### src/hw/rtl/ifr_pkg.sv
package ifr_pkg;

  // Field widths of the two channels and of the configuration register.
  localparam int HandleBits = 32;
  localparam int TimeBits   = 63;
  localparam int PtsBits    = 64;
  localparam int TbBits     = 31;
  localparam int PeriodBits = 30;

  // Rescale arithmetic: divisor is 1e9 * numerator, dividend is time * den + half.
  localparam int DivBits  = 61;
  localparam int AccBits  = 95;
  localparam int QuotBits = 63;
  localparam int CntBits  = 6;

  localparam logic [PeriodBits-1:0] NsPerS      = 30'd1000000000;
  localparam logic [PeriodBits-1:0] PeriodReset = 30'd16666667;
  localparam logic [PtsBits-1:0]    PtsMax      = 64'h7FFF_FFFF_FFFF_FFFF;

  localparam logic OpFrame = 1'b0;
  localparam logic OpTick  = 1'b1;

  typedef struct packed {
    logic                  operation;
    logic [TimeBits-1:0]   time_ns;
    logic [31:0]           frame_handle;
    logic signed [PtsBits-1:0] frame_pts;
    logic                  frame_ok;
    logic [TbBits-1:0]     tb_num;
    logic [TbBits-1:0]     tb_den;
  } ifr_in_t;

  typedef struct packed {
    logic [31:0]           out_handle;
    logic signed [PtsBits-1:0] out_pts;
    logic [TbBits-1:0]     out_tb_num;
    logic [TbBits-1:0]     out_tb_den;
    logic                  is_repeat;
  } ifr_out_t;

  // Commands from the controller to the datapath.
  typedef struct packed {
    logic load_item;
    logic decide;
    logic mul_divisor;
    logic mul_lo;
    logic mul_hi;
    logic accum;
    logic div_init;
    logic div_step;
    logic emit;
  } ifr_cmd_t;

  // Status from the datapath to the controller.
  typedef struct packed {
    logic is_tick;
    logic due;
    logic sat;
    logic div_last;
    logic out_free;
  } ifr_status_t;

  // Keeps the low HandleBits bits of an incoming handle.
  function automatic logic [HandleBits-1:0] handle_keep(logic [31:0] h);
    logic [63:0] w;
    w = 64'(h);
    return w[HandleBits-1:0];
  endfunction

  // Shows the low 32 bits of a stored handle.
  function automatic logic [31:0] handle_show(logic [HandleBits-1:0] h);
    logic [63:0] w;
    w = 64'(h);
    return w[31:0];
  endfunction

endpackage

### src/hw/rtl/ifr_datapath.sv
module ifr_datapath (
  input  logic                          clk,
  input  logic                          rst,
  input  ifr_pkg::ifr_in_t              in_item,
  input  logic                          cfg_write_en,
  input  logic [ifr_pkg::PeriodBits-1:0] cfg_write_data,
  output logic                          out_valid,
  input  logic                          out_ready,
  output ifr_pkg::ifr_out_t             out_item,
  input  ifr_pkg::ifr_cmd_t             cmd,
  output ifr_pkg::ifr_status_t          status
);
  import ifr_pkg::*;

  ifr_in_t               item;
  logic [PeriodBits-1:0] period;
  logic                  have_frame;
  logic [63:0]           deadline;
  logic [HandleBits-1:0] stored_handle;
  logic [TbBits-1:0]     stored_tb_num;
  logic [TbBits-1:0]     stored_tb_den;

  logic [63:0]           prod;
  logic [DivBits-1:0]    divisor;
  logic [AccBits-1:0]    acc;
  logic [DivBits-1:0]    rem;
  logic [QuotBits-1:0]   quot;
  logic [CntBits-1:0]    count;
  logic                  sat;

  logic [31:0]           mul_a;
  logic [31:0]           mul_b;
  logic [63:0]           now;
  logic [63:0]           advanced;
  logic [DivBits-1:0]    acc_top;
  logic                  overflow;
  logic [DivBits:0]      trial;
  logic                  trial_ge;

  assign now      = 64'(item.time_ns);
  assign advanced = deadline + 64'(period);
  assign acc_top  = DivBits'(acc[AccBits-1:QuotBits]);
  assign overflow = acc_top >= divisor;
  assign trial    = {rem, quot[QuotBits-1]};
  assign trial_ge = trial >= {1'b0, divisor};

  assign status.is_tick  = item.operation == OpTick;
  assign status.due      = have_frame && (now >= deadline);
  assign status.sat      = overflow;
  assign status.div_last = count == CntBits'(QuotBits - 1);
  assign status.out_free = !out_valid || out_ready;

  // One shared multiplier: the divisor first, then the two halves of time * den.
  always_comb begin
    mul_a = '0;
    mul_b = '0;
    if (cmd.mul_divisor) begin
      mul_a = 32'(stored_tb_num);
      mul_b = 32'(NsPerS);
    end else if (cmd.mul_lo) begin
      mul_a = item.time_ns[31:0];
      mul_b = 32'(stored_tb_den);
    end else if (cmd.mul_hi) begin
      mul_a = 32'(item.time_ns[TimeBits-1:32]);
      mul_b = 32'(stored_tb_den);
    end
  end

  always_ff @(posedge clk) begin
    if (cmd.load_item) begin
      item <= in_item;
    end
    prod <= mul_a * mul_b;
    if (cmd.mul_lo) begin
      divisor <= DivBits'(prod);
    end
    if (cmd.mul_hi) begin
      acc <= AccBits'(prod) + AccBits'(divisor >> 1);
    end
    if (cmd.accum) begin
      acc <= acc + AccBits'({prod, 32'd0});
    end
    if (cmd.div_init) begin
      rem   <= acc_top;
      quot  <= acc[QuotBits-1:0];
      count <= '0;
      sat   <= overflow;
    end
    if (cmd.div_step) begin
      rem   <= trial_ge ? DivBits'(trial - {1'b0, divisor}) : DivBits'(trial);
      quot  <= {quot[QuotBits-2:0], trial_ge};
      count <= count + 1'b1;
    end
    if (cmd.decide && !status.is_tick && item.frame_ok) begin
      stored_handle <= handle_keep(item.frame_handle);
      stored_tb_num <= item.tb_num;
      stored_tb_den <= item.tb_den;
    end
    if (cmd.emit) begin
      if (status.is_tick) begin
        out_item.out_handle <= handle_show(stored_handle);
        out_item.out_pts    <= sat ? PtsMax : 64'(quot);
        out_item.out_tb_num <= stored_tb_num;
        out_item.out_tb_den <= stored_tb_den;
        out_item.is_repeat  <= 1'b1;
      end else begin
        out_item.out_handle <= item.frame_handle;
        out_item.out_pts    <= item.frame_pts;
        out_item.out_tb_num <= item.tb_num;
        out_item.out_tb_den <= item.tb_den;
        out_item.is_repeat  <= 1'b0;
      end
    end
  end

  always_ff @(posedge clk) begin
    if (rst) begin
      period     <= PeriodReset;
      have_frame <= 1'b0;
      deadline   <= '0;
      out_valid  <= 1'b0;
    end else begin
      if (cfg_write_en) begin
        period <= cfg_write_data;
      end
      if (cmd.decide && !status.is_tick && item.frame_ok) begin
        have_frame <= 1'b1;
        deadline   <= now + 64'(period) + 64'(period >> 1);
      end
      if (cmd.decide && status.is_tick && status.due) begin
        deadline <= (advanced < now) ? now + 64'(period) : advanced;
      end
      if (cmd.emit) begin
        out_valid <= 1'b1;
      end else if (out_ready) begin
        out_valid <= 1'b0;
      end
    end
  end

endmodule

### config.mk
export PLATFORM = sky130hd
export DESIGN_NAME = ifr_datapath
export DESIGN_NICKNAME = d
export VERILOG_FILES = /design/src/hw/rtl/ifr_pkg.sv /design/src/hw/rtl/ifr_datapath.sv
export SDC_FILE = /design/constraint.sdc
export NUM_CORES = 2
export LEC_CHECK = 0
export BUFFER_PORTS_ARGS = -buffer_cell sky130_fd_sc_hd__buf_4
export CORE_ASPECT_RATIO = 1.25
export CORE_MARGIN = 1.5
export CORE_UTILIZATION = 68
export CTS_CLUSTER_SIZE = 16
export DETAILED_ROUTE_END_ITERATION = 10
export PLACE_DENSITY = 0.87
export SLEW_MARGIN = 20
export SYNTH_ARGS = -nofsm -noshare
export SYNTH_HDL_FRONTEND = slang
export SYNTH_SLANG_ARGS = --single-unit
### constraint.sdc
create_clock -name clk -period 27.6 [get_ports clk]
set_clock_uncertainty 0.05 [all_clocks]
set_input_delay 5.52 -clock clk [delete_from_list [all_inputs] [get_ports clk]]
set_output_delay 5.52 -clock clk [all_outputs]
set_load 0.01 [all_outputs]
==> out/qor.csv <==
metric;value;unit
outcome;completed;
Synth area leaders;edfxtp_1, fa_1, ha_1;
vias in the first global route;71518;
share of the synthesized area in the top cell type;26.8;%
worst path required time;28230;ps
gate count after technology mapping;8653;
main flop type after synthesis;edfxtp_1;
Tmin final;16550;ps
largest net degree at the start of global routing;139;
PortBufs;430;
CTS Sinks;923;
period utilisation layout;60.0;%
RSZ-0062 raised after global routing;no;
postcts setup bufs;0;
number of buffers created by CTS;95;
Core Area;125000;µm²
Hold Path End;stored_tb_num[25];
DR vias/cell;6.56;
CTS clock-pin slew for the worst setup and hold paths;70;ps
CTS H-Tree Depth;3;
GRT Residual Overflow;0;
synth warn;0;
worst slew pin tran;1270;ps
boundary pin count;431;
most used cell, CP;fa_1;
routability congestion estimate from global placement;1.10;
Max Fclk;60.4;MHz
antenna violation net count after detailed routing;0;
Chip Height;399;µm
syn avg cell area;9.87;µm²
CP Class;in2reg;
Reg2Reg Capture Point;prod[62];
drt initial violations;7517;
per-cell routed wire length;28.0;µm
Die W;320;µm
Initial Utilization;68.4;%
max-slew violations;0;
first-pass GRT wire length;438;mm
post-synth net total;10513;
Worst Hold Depth;0;
worst r2r src;item[184];
Worst setup EP type;flip-flop;
CTS tree;yes;
Rel. slew slack;14.8;%
Root Driver;clkbuf_16;
detailed placement HPWL;223;mm
Netlist Area Pre-Place;85400;µm²
Resized Gates After CTS;0;
antenna violations before repair;31;
layout cells sized above 1;10.7;%
maximum clock path buffer count;3;
CTS Hold Buffers Added;0;
FF-to-FF setup slack;16420;ps
number of synthesized flops with an enable pin;763;
final setup fails;0;
Reg2Reg Depth;28;
count of unique library cells instantiated by Yosys;106;
routed wire length;298;mm
Synth top cells by count;inv_1, nor2_1, fa_1;
Post-synth ARST share;0;%
# rows;145;
area delta synth->final;9.64;%
Hold/Removal Path Class;reg2reg;
endpoints failing hold;0;
Pre-antenna DRT Iters;9;
GRT Overall Usage;46.9;%
most numerous cell in the Yosys netlist;inv_1;
Vias;69770;
worst skew pair latency;790;ps
critical path launch point type;input port;
Max Fanout on Critical Path;36;
DRC viols;0;
beginning of the worst hold path;item[56];
Max Cap Viol;0;
CP startpoint;cmd[5];
Die ar.;128000;µm²
slowest CP cell;nand2_1;
WP data arrival;17190;ps
Max stage delay on crit path;810;ps
Synth Register Bits;923;
largest area contributor in the netlist;edfxtp_1;
setup TNS;0;ps
register area share after synthesis;30.6;%
fillers;8479;
nets@finish;10786;
==> layer usage <==
layer | routed length (µm) | track usage, % | up-vias
met5 | 378 | 1.24 | -
met4 | 33400 | 42.7 | 32
met3 | 34400 | 14.5 | 1667
met2 | 134000 | 73.9 | 4782
met1 | 95900 | 50.9 | 33590
li1 | - | - | 29699
==> area by class of cell <==
type                       count  area, µm²  share of cell area, %
multi-input combinational   6216      53800                   57.4
sequential                   923      26100                   27.9
inverter                    1145       4300                   4.60
timing repair buffer         545       4140                   4.42
clock buffer                 125       2640                   2.82
tap                         1617       2020                   2.16
clock inverter                53        631                  0.673
antenna                       11       27.5                 0.0294
==> state kept, by name, summed over array words and instances (netlist names) <==
signal,cells
acc,95
stored_tb_den,31
quot,63
divisor,61
have_frame,1
stored_handle,32
stored_tb_num,31
out_valid,1
count,6
item,222
status,1
period,30
out_item,159
rem,61
deadline,64
sat,1
prod,64
==> cells in the final DEF, fill, tap and decap left out, types with 14 or more instances in the layout <==
cell type,instances
dfxtp_1,160
buf_4,539
xor2_1,120
clkbuf_16,98
o21ai_0,223
clkbuf_1,18
a211o_1,14
o21ai_1,24
nand2b_1,55
a22oi_1,36
nand3_1,101
o31ai_1,14
mux2i_1,127
a21oi_1,475
a21boi_0,15
o211ai_1,26
edfxtp_1,763
nor2b_1,69
a211oi_1,84
nor2_1,1002
nand4_1,81
and2_1,66
nor4_1,32
clkinv_2,14
inv_1,1142
o21a_1,80
o21ai_2,16
a221oi_1,22
nand2_1,779
xnor2_1,262
a21o_1,262
mux2_2,159
ha_1,721
o21bai_1,45
and3_1,51
a31oi_1,46
or3_1,28
nor3_1,62
fa_1,873
and4_1,15
==> stage by stage <==
| step | hold WS (ps) | cells | setup slack, ps | cell area (µm²) | util (%) |
|---|---|---|---|---|---|
| final | 397 | 10635 | 11050 | 93600 | 75.0 |
| after global routing | 402 | 10626 | 10960 | 93600 | 75.0 |
| after CTS | 397 | 10621 | 11390 | 93500 | 74.9 |
| after detailed placement | 380 | 10443 | 10640 | 90200 | 72.3 |
| after global placement | 374 | 10443 | 10780 | 90200 | 72.3 |
| after floorplan | 372 | 8653 | 12610 | 85400 | - |
==> worst max-delay path: cells and delay by family <==
family / cells / cell delay [ps]
xor+xnor: 1 / 140
compound gates: 8 / 2210
simple gates: 9 / 3700
buf+inv: 4 / 940
fa+ha+maj: 9 / 4570
==> logic make-up (layout without fill, tap and decap cells) <==
kind of cell / Yosys count / count (layout) / share of synthesized area, %
and+or+nand+nor: 2414 / 2414 / 12.4
adders and majority gates: 1594 / 1594 / 31.0
AOI/OAI and AO/OA: 1534 / 1534 / 11.7
buffers and inverters: 1514 / 1868 / 6.70
DFF: 923 / 923 / 30.6
xor gates and xnor gates: 387 / 387 / 3.98
muxes: 287 / 287 / 3.60
other: 0 / 11 / 0
==> worst max-delay path by stage <==
stage / to / cells past startpoint / slack (ps)
final: prod[62] / 31 / 11050
after global routing: prod[62] / 31 / 10960
after CTS: prod[62] / 31 / 11390
after detailed placement: prod[62] / 31 / 10640
after global placement: prod[62] / 31 / 10780
after floorplan: prod[62] / 36 / 12610
Power is not shown: default switching activity piles up to over one toggle a cycle in this logic, so the estimate is an artifact.
