## src/hw/rtl/ifr_pkg.sv

```systemverilog
package ifr_pkg;

  // Field widths of the two channels and of the configuration register.
  localparam int HandleBits = 32;
  localparam int TimeBits   = 63;
  localparam int PtsBits    = 64;
  localparam int TbBits     = 31;
  localparam int PeriodBits = 30;

  // Rescale arithmetic: divisor is 1e9 * numerator, dividend is time * den + half.
  localparam int DivBits  = 61;
  localparam int AccBits  = 95;
  localparam int QuotBits = 63;
  localparam int CntBits  = 6;

  localparam logic [PeriodBits-1:0] NsPerS      = 30'd1000000000;
  localparam logic [PeriodBits-1:0] PeriodReset = 30'd16666667;
  localparam logic [PtsBits-1:0]    PtsMax      = 64'h7FFF_FFFF_FFFF_FFFF;

  localparam logic OpFrame = 1'b0;
  localparam logic OpTick  = 1'b1;

  typedef struct packed {
    logic                  operation;
    logic [TimeBits-1:0]   time_ns;
    logic [31:0]           frame_handle;
    logic signed [PtsBits-1:0] frame_pts;
    logic                  frame_ok;
    logic [TbBits-1:0]     tb_num;
    logic [TbBits-1:0]     tb_den;
  } ifr_in_t;

  typedef struct packed {
    logic [31:0]           out_handle;
    logic signed [PtsBits-1:0] out_pts;
    logic [TbBits-1:0]     out_tb_num;
    logic [TbBits-1:0]     out_tb_den;
    logic                  is_repeat;
  } ifr_out_t;

  // Commands from the controller to the datapath.
  typedef struct packed {
    logic load_item;
    logic decide;
    logic mul_divisor;
    logic mul_lo;
    logic mul_hi;
    logic accum;
    logic div_init;
    logic div_step;
    logic emit;
  } ifr_cmd_t;

  // Status from the datapath to the controller.
  typedef struct packed {
    logic is_tick;
    logic due;
    logic sat;
    logic div_last;
    logic out_free;
  } ifr_status_t;

  // Keeps the low HandleBits bits of an incoming handle.
  function automatic logic [HandleBits-1:0] handle_keep(logic [31:0] h);
    logic [63:0] w;
    w = 64'(h);
    return w[HandleBits-1:0];
  endfunction

  // Shows the low 32 bits of a stored handle.
  function automatic logic [31:0] handle_show(logic [HandleBits-1:0] h);
    logic [63:0] w;
    w = 64'(h);
    return w[31:0];
  endfunction

endpackage

```

## src/hw/rtl/ifr_controller.sv

```systemverilog
module ifr_controller (
  input  logic                clk,
  input  logic                rst,
  input  logic                in_valid,
  output logic                in_ready,
  input  ifr_pkg::ifr_status_t status,
  output ifr_pkg::ifr_cmd_t    cmd
);
  import ifr_pkg::*;

  typedef enum logic [8:0] {
    ST_IDLE     = 9'b000000001,
    ST_DECIDE   = 9'b000000010,
    ST_DIVISOR  = 9'b000000100,
    ST_PROD_LO  = 9'b000001000,
    ST_PROD_HI  = 9'b000010000,
    ST_ACCUM    = 9'b000100000,
    ST_CHECK    = 9'b001000000,
    ST_DIVIDE   = 9'b010000000,
    ST_EMIT     = 9'b100000000
  } state_t;

  state_t state;
  state_t state_next;

  always_ff @(posedge clk) begin
    if (rst) begin
      state <= ST_IDLE;
    end else begin
      state <= state_next;
    end
  end

  always_comb begin
    state_next = state;
    cmd        = '0;
    in_ready   = 1'b0;
    case (state)
      ST_IDLE: begin
        in_ready      = 1'b1;
        cmd.load_item = in_valid;
        if (in_valid) begin
          state_next = ST_DECIDE;
        end
      end
      ST_DECIDE: begin
        cmd.decide = 1'b1;
        if (!status.is_tick) begin
          state_next = ST_EMIT;
        end else if (status.due) begin
          state_next = ST_DIVISOR;
        end else begin
          state_next = ST_IDLE;
        end
      end
      ST_DIVISOR: begin
        cmd.mul_divisor = 1'b1;
        state_next      = ST_PROD_LO;
      end
      ST_PROD_LO: begin
        cmd.mul_lo = 1'b1;
        state_next = ST_PROD_HI;
      end
      ST_PROD_HI: begin
        cmd.mul_hi = 1'b1;
        state_next = ST_ACCUM;
      end
      ST_ACCUM: begin
        cmd.accum  = 1'b1;
        state_next = ST_CHECK;
      end
      ST_CHECK: begin
        cmd.div_init = 1'b1;
        state_next   = status.sat ? ST_EMIT : ST_DIVIDE;
      end
      ST_DIVIDE: begin
        cmd.div_step = 1'b1;
        if (status.div_last) begin
          state_next = ST_EMIT;
        end
      end
      ST_EMIT: begin
        cmd.emit = status.out_free;
        if (status.out_free) begin
          state_next = ST_IDLE;
        end
      end
      default: begin
        state_next = ST_IDLE;
      end
    endcase
  end

endmodule

```

## config.mk

```make
export PLATFORM = sky130hd
export DESIGN_NAME = ifr_controller
export DESIGN_NICKNAME = d
export VERILOG_FILES = /design/src/hw/rtl/ifr_pkg.sv /design/src/hw/rtl/ifr_controller.sv
export SDC_FILE = /design/constraint.sdc
export NUM_CORES = 1
export LEC_CHECK = 0
export ABC_AREA = 1
export BUFFER_PORTS_ARGS = -buffer_cell sky130_fd_sc_hd__buf_2
export CORE_AREA = 2 2 48 50
export CTS_CLUSTER_SIZE = 12
export DETAILED_ROUTE_END_ITERATION = 8
export DIE_AREA = 0 0 50 52
export PLACE_DENSITY_LB_ADDON = 0.1
export SLEW_MARGIN = 20
export SYNTH_ARGS = -nofsm -noshare
export SYNTH_HDL_FRONTEND = slang
export SYNTH_SLANG_ARGS = --single-unit
```

## constraint.sdc

```tcl
create_clock -name clk -period 1.6 [get_ports clk]
set_clock_uncertainty 0.2 [all_clocks]
set_input_delay 0.16 -clock clk [delete_from_list [all_inputs] [get_ports clk]]
set_output_delay 0.16 -clock clk [all_outputs]
set_load 0.02 [all_outputs]
```

==> metrics.md, run 1 <==
| Metric | Value |
|---|---|
| Netlist cell types | `21` |
| WP data arrival | `1.29 ns` |
| Post-synthesis cell count | `112` |
| First-pass GRT wire length | `3100 µm` |
| Largest net degree at the start of global routing | `9` |
| Clock Latency Late Sink | `0.26 ns` |
| Setup violators final | `5` |
| CTS tree | `done` |
| GP Congestion | `0.950` |
| Final instance area | `1120 µm²` |
| Core area | `2110 µm²` |
| CP required | `1.24 ns` |
| Critical-path maximum fanout | `4` |
| RSZ-0062 raised after global routing | `yes` |
| Maximum VDD drop | `0.370 mV` |
| Pre-antenna DRT Iters | `4` |
| Diodes inserted | `0` |
| Routed WL | `1930 µm` |
| Most used flip-flop cell after synthesis | `dfxtp_1` |
| Worst Setup SP | `state[2]` |
| Min-delay src | `status[0]` |
| Final net count | `156` |
| Syn nets | `120` |
| Synthesized area per cell | `6.27 µm²` |
| Final Hold Viols | `0` |
| Die area | `2600 µm²` |
| DIE WIDTH | `50 µm` |
| Clock buffer depth | `2` |
| Placed cell area | `818 µm²` |
| Io pins | `18` |
| Antenna viol nets, final | `0` |
| Final Slew Violations | `0` |
| Slew at the pin closest to its max-slew limit | `0.206 ns` |
| Drt via density | `4.55` |
| Largest registers | `state x9` |
| Vias in the first global route | `751` |
| Worst Hold Class | `primary input to flip-flop` |
| Total CTS buffers | `3` |
| Post-synth EDFFs | `0` |
| FF-to-FF Start | `state[2]` |
| Initial antenna violation count | `0` |
| Die Ht | `52 µm` |
| Design Power | `619 µW` |
| Failing checks | `negative setup slack` |
| CP Capture Type | `output port` |
| Period minus WS final | `1.65 ns` |
| Mapped Area | `702 µm²` |
| Initial Util | `0.333` |
| Synth area leaders | `dfxtp_1 (26%), nand2_1 (10%), nor2_1 (9.1%)` |
| CP startpoint kind | `flip-flop` |
| Reg clk slew, reported paths | `0.06 ns` |
| Final HPWL DP | `1390 µm` |
| Total global-route track usage | `0.160` |
| Buffers on Ports | `17` |
| Max reg flops | `9` |
| Worst reg2reg setup slack | `0.02 ns` |
| Sink Count | `9` |
| Clock Root Buffer | `clkbuf_4` |
| Leak Pwr | `0.000538 µW` |
| Grt ovf | `0` |
| Fmax | `605 MHz` |
| Synth area leader | `dfxtp_1` |
| Outcome | `finished with violations` |
| WL per Instance | `11.1 µm` |
| 1st-iter DRT viols | `15` |
| Ys Warns | `0` |
| Placement Rows | `17` |
| CP Class | `flip-flop to output port` |
| Setup TNS | `-0.166 ns` |
| Drt drc | `0` |
| Share of layout cells above drive strength 1 | `0.558` |
| Power density cells | `553 nW/µm²` |
| Top cell type's share of synthesized area | `0.257` |
| Final Core Density | `0.532` |
| Async SR Flop Fraction | `0` |
| Top reg by flops | `state` |
| Worst setup margin | `-0.0542 ns` |
| Via count | `796` |
| H-tree lvl count | `1` |
| MaxCap Viol Count | `0` |
| Seq/Total Area, Yosys | `0.257` |
| # fillers | `207` |
| Slew margin rel. | `0.862` |
| Flops & latches, synth | `9` |
| Layout area overhead | `59.5%` |
| Period utilization | `1.03` |
## power by group
group	switching (µW)	total, µW	internal [µW]
Sequential	10.4	240	229
Combinational	109	200	90.6
Clock	83.0	179	96.4
Total	203	619	416
## layer usage
layer,track usage,share of wire,vias to the layer above
met2,0.272,0.50,27
met3,0.0230,0.035,5
met5,0,0,-
met1,0.178,0.43,346
met4,0.125,0.027,0
li1,-,-,418
## layout by cell type, fill, tap and decap left out, drive strengths merged, types with 4 or more instances in the layout
cell	instances
a21oi	4
buf	26
clkbuf	4
dfxtp	9
dlygate4sd3	6
inv	21
nand2	26
nand3	10
nor2	25
nor3	8
## metrics by stage
step	hold WS, ns	std cells	setup slack, ns
global placement	0.222	156	0.0215
CTS	0.0710	172	-0.0719
finish	0.0909	175	-0.0542
detailed placement	0.219	156	0.0550
floorplan	0.102	112	0.0787
global route	0.110	175	-0.109
## area by class of cell
type	instances	area, µm²	share of cell area
multi-input combinational	80	505	0.451
timing repair buffer	32	269	0.240
sequential	9	194	0.173
inverter	22	90.1	0.0804
tap	28	35.0	0.0313
clock buffer	4	26.3	0.0235
## path summary, 6_finish.rpt
path,end,cells after the start
min,state[0],5
max reg2reg,state[8],10
max,cmd[1],5
min reg2reg,state[0],3
## worst max-delay path, cell delays in order, from the launching register on
cell     delay (ns)
dfxtp_2        0.34
nor2_4         0.16
buf_4          0.14
nand3_4        0.09
nor2_4         0.17
buf_6          0.13
## cell families after synthesis
| logic type | after synthesis | synth area share |
|---|---|---|
| AOI/OAI and AO/OA | 5 | 0.0410 |
| buffers and inverters | 23 | 0.123 |
| DFF | 9 | 0.257 |
| and+or+nand+nor | 75 | 0.579 |
## synthesized netlist by cell type, types with 2 or more instances
library cell / number
nand2_1: 19
nor2_1: 17
inv_1: 16
dfxtp_1: 9
nand2_2: 7
nand3_1: 7
inv_2: 6
nor2_2: 6
nor3_1: 5
a21oi_1: 3
nor3_2: 3
nand3_2: 2
nand3b_1: 2
nand4_1: 2
nor2_4: 2
## what timing repair did
action | 4_1_cts | 5_1_grt
endpoints found under the setup margin | 9 | 16
endpoints found under the hold margin | 7 | 0
resized for setup | 35 | 17
buffers inserted | 6 | 3
pin swaps | 11 | 11
hold buffers | 6 | 0
Note: power is estimated with default switching activity, not from simulation.
==> run 2, diff against run 1 <==
--- a/config.mk
+++ b/config.mk
@@ -12,7 +12,7 @@
 export DETAILED_ROUTE_END_ITERATION = 8
 export DIE_AREA = 0 0 50 52
 export PLACE_DENSITY_LB_ADDON = 0.1
-export SLEW_MARGIN = 20
+export SETUP_SLACK_MARGIN = 0.5
 export SYNTH_ARGS = -nofsm -noshare
 export SYNTH_HDL_FRONTEND = slang
 export SYNTH_SLANG_ARGS = --single-unit
==> run 2 against run 1 <==
The run ends with negative hold slack, negative setup slack left; sequential power hardly changed; count of clock-buffer cells in the layout stayed put; critical endpoint is now cmd[5]; worst hold slack worse by 0.10 ns; die area stayed put; critical path depth is 2 higher; combinational power is 17% higher; register-to-register slack worse by 0.07 ns; fmax is 1.6% lower; total power is 5.5% higher; largest power group unchanged; non-clock buffer count is 6 higher.
==> metrics.md, run 2 (synthesized netlist as in run 1, its figures left out) <==
| Metric | Value |
|---|---|
| Outcome | `finished with violations` |
| Failing checks | `negative hold slack, negative setup slack` |
| First-pass GRT wire length | `3480 µm` |
| Switch Pwr | `223 µW` |
| Clock buffer depth | `2` |
| Clock Latency Late Sink | `0.26 ns` |
| H-tree lvl count | `1` |
| Period utilization | `1.05` |
| Routed WL | `2140 µm` |
| 1st-iter DRT viols | `18` |
| CP required | `1.24 ns` |
| Maximum VDD drop | `0.397 mV` |
| Final Core Density | `0.601` |
| Initial antenna violation count | `0` |
| Leak Pwr | `0.000594 µW` |
| Total CTS buffers | `3` |
| Io pins | `18` |
| WP data arrival | `1.32 ns` |
| Via count | `870` |
| CTS Hold Bufs | `2` |
| DIE WIDTH | `50 µm` |
| Setup violators final | `14` |
| Placement Rows | `17` |
| CP Capture Type | `output port` |
| Clock power share | `0.274` |
| Reg clk slew, reported paths | `0.06 ns` |
| Grt ovf | `0` |
| CP startpoint kind | `flip-flop` |
| Final HPWL DP | `1530 µm` |
| Clock Root Buffer | `clkbuf_4` |
| CP Class | `flip-flop to output port` |
| Drt via density | `4.81` |
| WL per Instance | `11.8 µm` |
| Critical-path maximum fanout | `4` |
| Vias in the first global route | `841` |
| CTS tree | `done` |
| Antenna viol nets, final | `0` |
| Die area | `2600 µm²` |
| Slew margin rel. | `0.847` |
| Max reg flops | `9` |
| Slew at the pin closest to its max-slew limit | `0.228 ns` |
| Period minus WS final | `1.68 ns` |
| Power density cells | `516 nW/µm²` |
| Comb power frac | `0.360` |
| Commonest cells after routing, fill and taps aside | `nor2_4 (14), nand2_1 (14), buf_4 (14), buf_6 (13)` |
| Largest registers | `state x9` |
| Core area | `2110 µm²` |
| Pre-antenna DRT Iters | `4` |
| Fmax | `595 MHz` |
| Hold_ws | `-0.0117 ns` |
| Total global-route track usage | `0.181` |
| Share of layout cells above drive strength 1 | `0.660` |
| Diodes inserted | `0` |
| Internal | `430 µW` |
| Worst Hold Class | `primary input to flip-flop` |
| Final Hold Viols | `1` |
| RSZ-0062 raised after global routing | `yes` |
| Sequential Power Share | `0.366` |
| MaxCap Viol Count | `0` |
| Switching fraction of total power | `0.342` |
| Initial Util | `0.333` |
| Placed cell area | `933 µm²` |
| Top reg by flops | `state` |
| Layout area overhead | `80.4%` |
| Sink Count | `9` |
| Die Ht | `52 µm` |
| Worst setup margin | `-0.0807 ns` |
| Largest net degree at the start of global routing | `9` |
| Final Slew Violations | `0` |
| GP Congestion | `0.846` |
| Final net count | `162` |
| Final instance area | `1270 µm²` |
| Buffers on Ports | `17` |
| Drt drc | `0` |
run 2: layer usage:
metal  vias up  track usage  part of all wire
met5         -            0                 0
met4         0       0.0648            0.0079
met3         2       0.0517             0.029
met2        12        0.353              0.57
met1       423        0.180              0.40
li1        433            -                 -
run 2: power groups by stage:
stage | Combinational (µW) | Clock, µW | Sequential, µW
global route | 253 | 195 | 240
CTS | 196 | 186 | 238
detailed placement | 171 | 0 | 245
floorplan | 131 | 0 | 244
finish | 235 | 179 | 239
global placement | 173 | 0 | 245
run 2: cell type report:
type	instances	area [µm²]
multi-input cells	80	587
inverters	22	92.6
clock buffers	4	26.3
flip-flops and latches	9	194
repair buffers	38	332
fillers	204	840
well taps	28	35.0
run 2: through the flow:
| stage | instances | setup TNS [ns] | total power (µW) | worst slack, ns |
|---|---|---|---|---|
| 4_1_cts | 174 | -0.661 | 621 | -0.0893 |
| 6_report | 181 | -0.599 | 653 | -0.0807 |
| 3_3_place_gp | 160 | -0.00623 | 418 | -0.00623 |
| 5_1_grt | 181 | -1.62 | 688 | -0.147 |
| 3_5_place_dp | 160 | -0.00211 | 415 | -0.00211 |
| 2_1_floorplan | 112 | 0 | 375 | 0.170 |
run 2: worst max-delay path, cell delays in order, from the launching register on:
cell	delay [ns]
dfxtp_2	0.35
nor2_4	0.15
inv_2	0.07
nor2_4	0.15
nand2_2	0.07
buf_6	0.12
inv_2	0.04
buf_6	0.11
run 2: worst paths after layout:
kind         cells past startpoint        to  slack, ns  startpoint
min                              3  state[7]      -0.01   status[2]
max reg2reg                     10  state[3]      -0.05    state[3]
max                              7    cmd[5]      -0.08    state[1]
min reg2reg                      3  state[0]       0.41    state[1]
run 2: timing repair:
action,in CTS,in global routing
endpoints found under the hold margin,2,1
setup endpoints to repair,19,19
pin swaps,10,10
resized for setup,39,12
buffers inserted,8,7
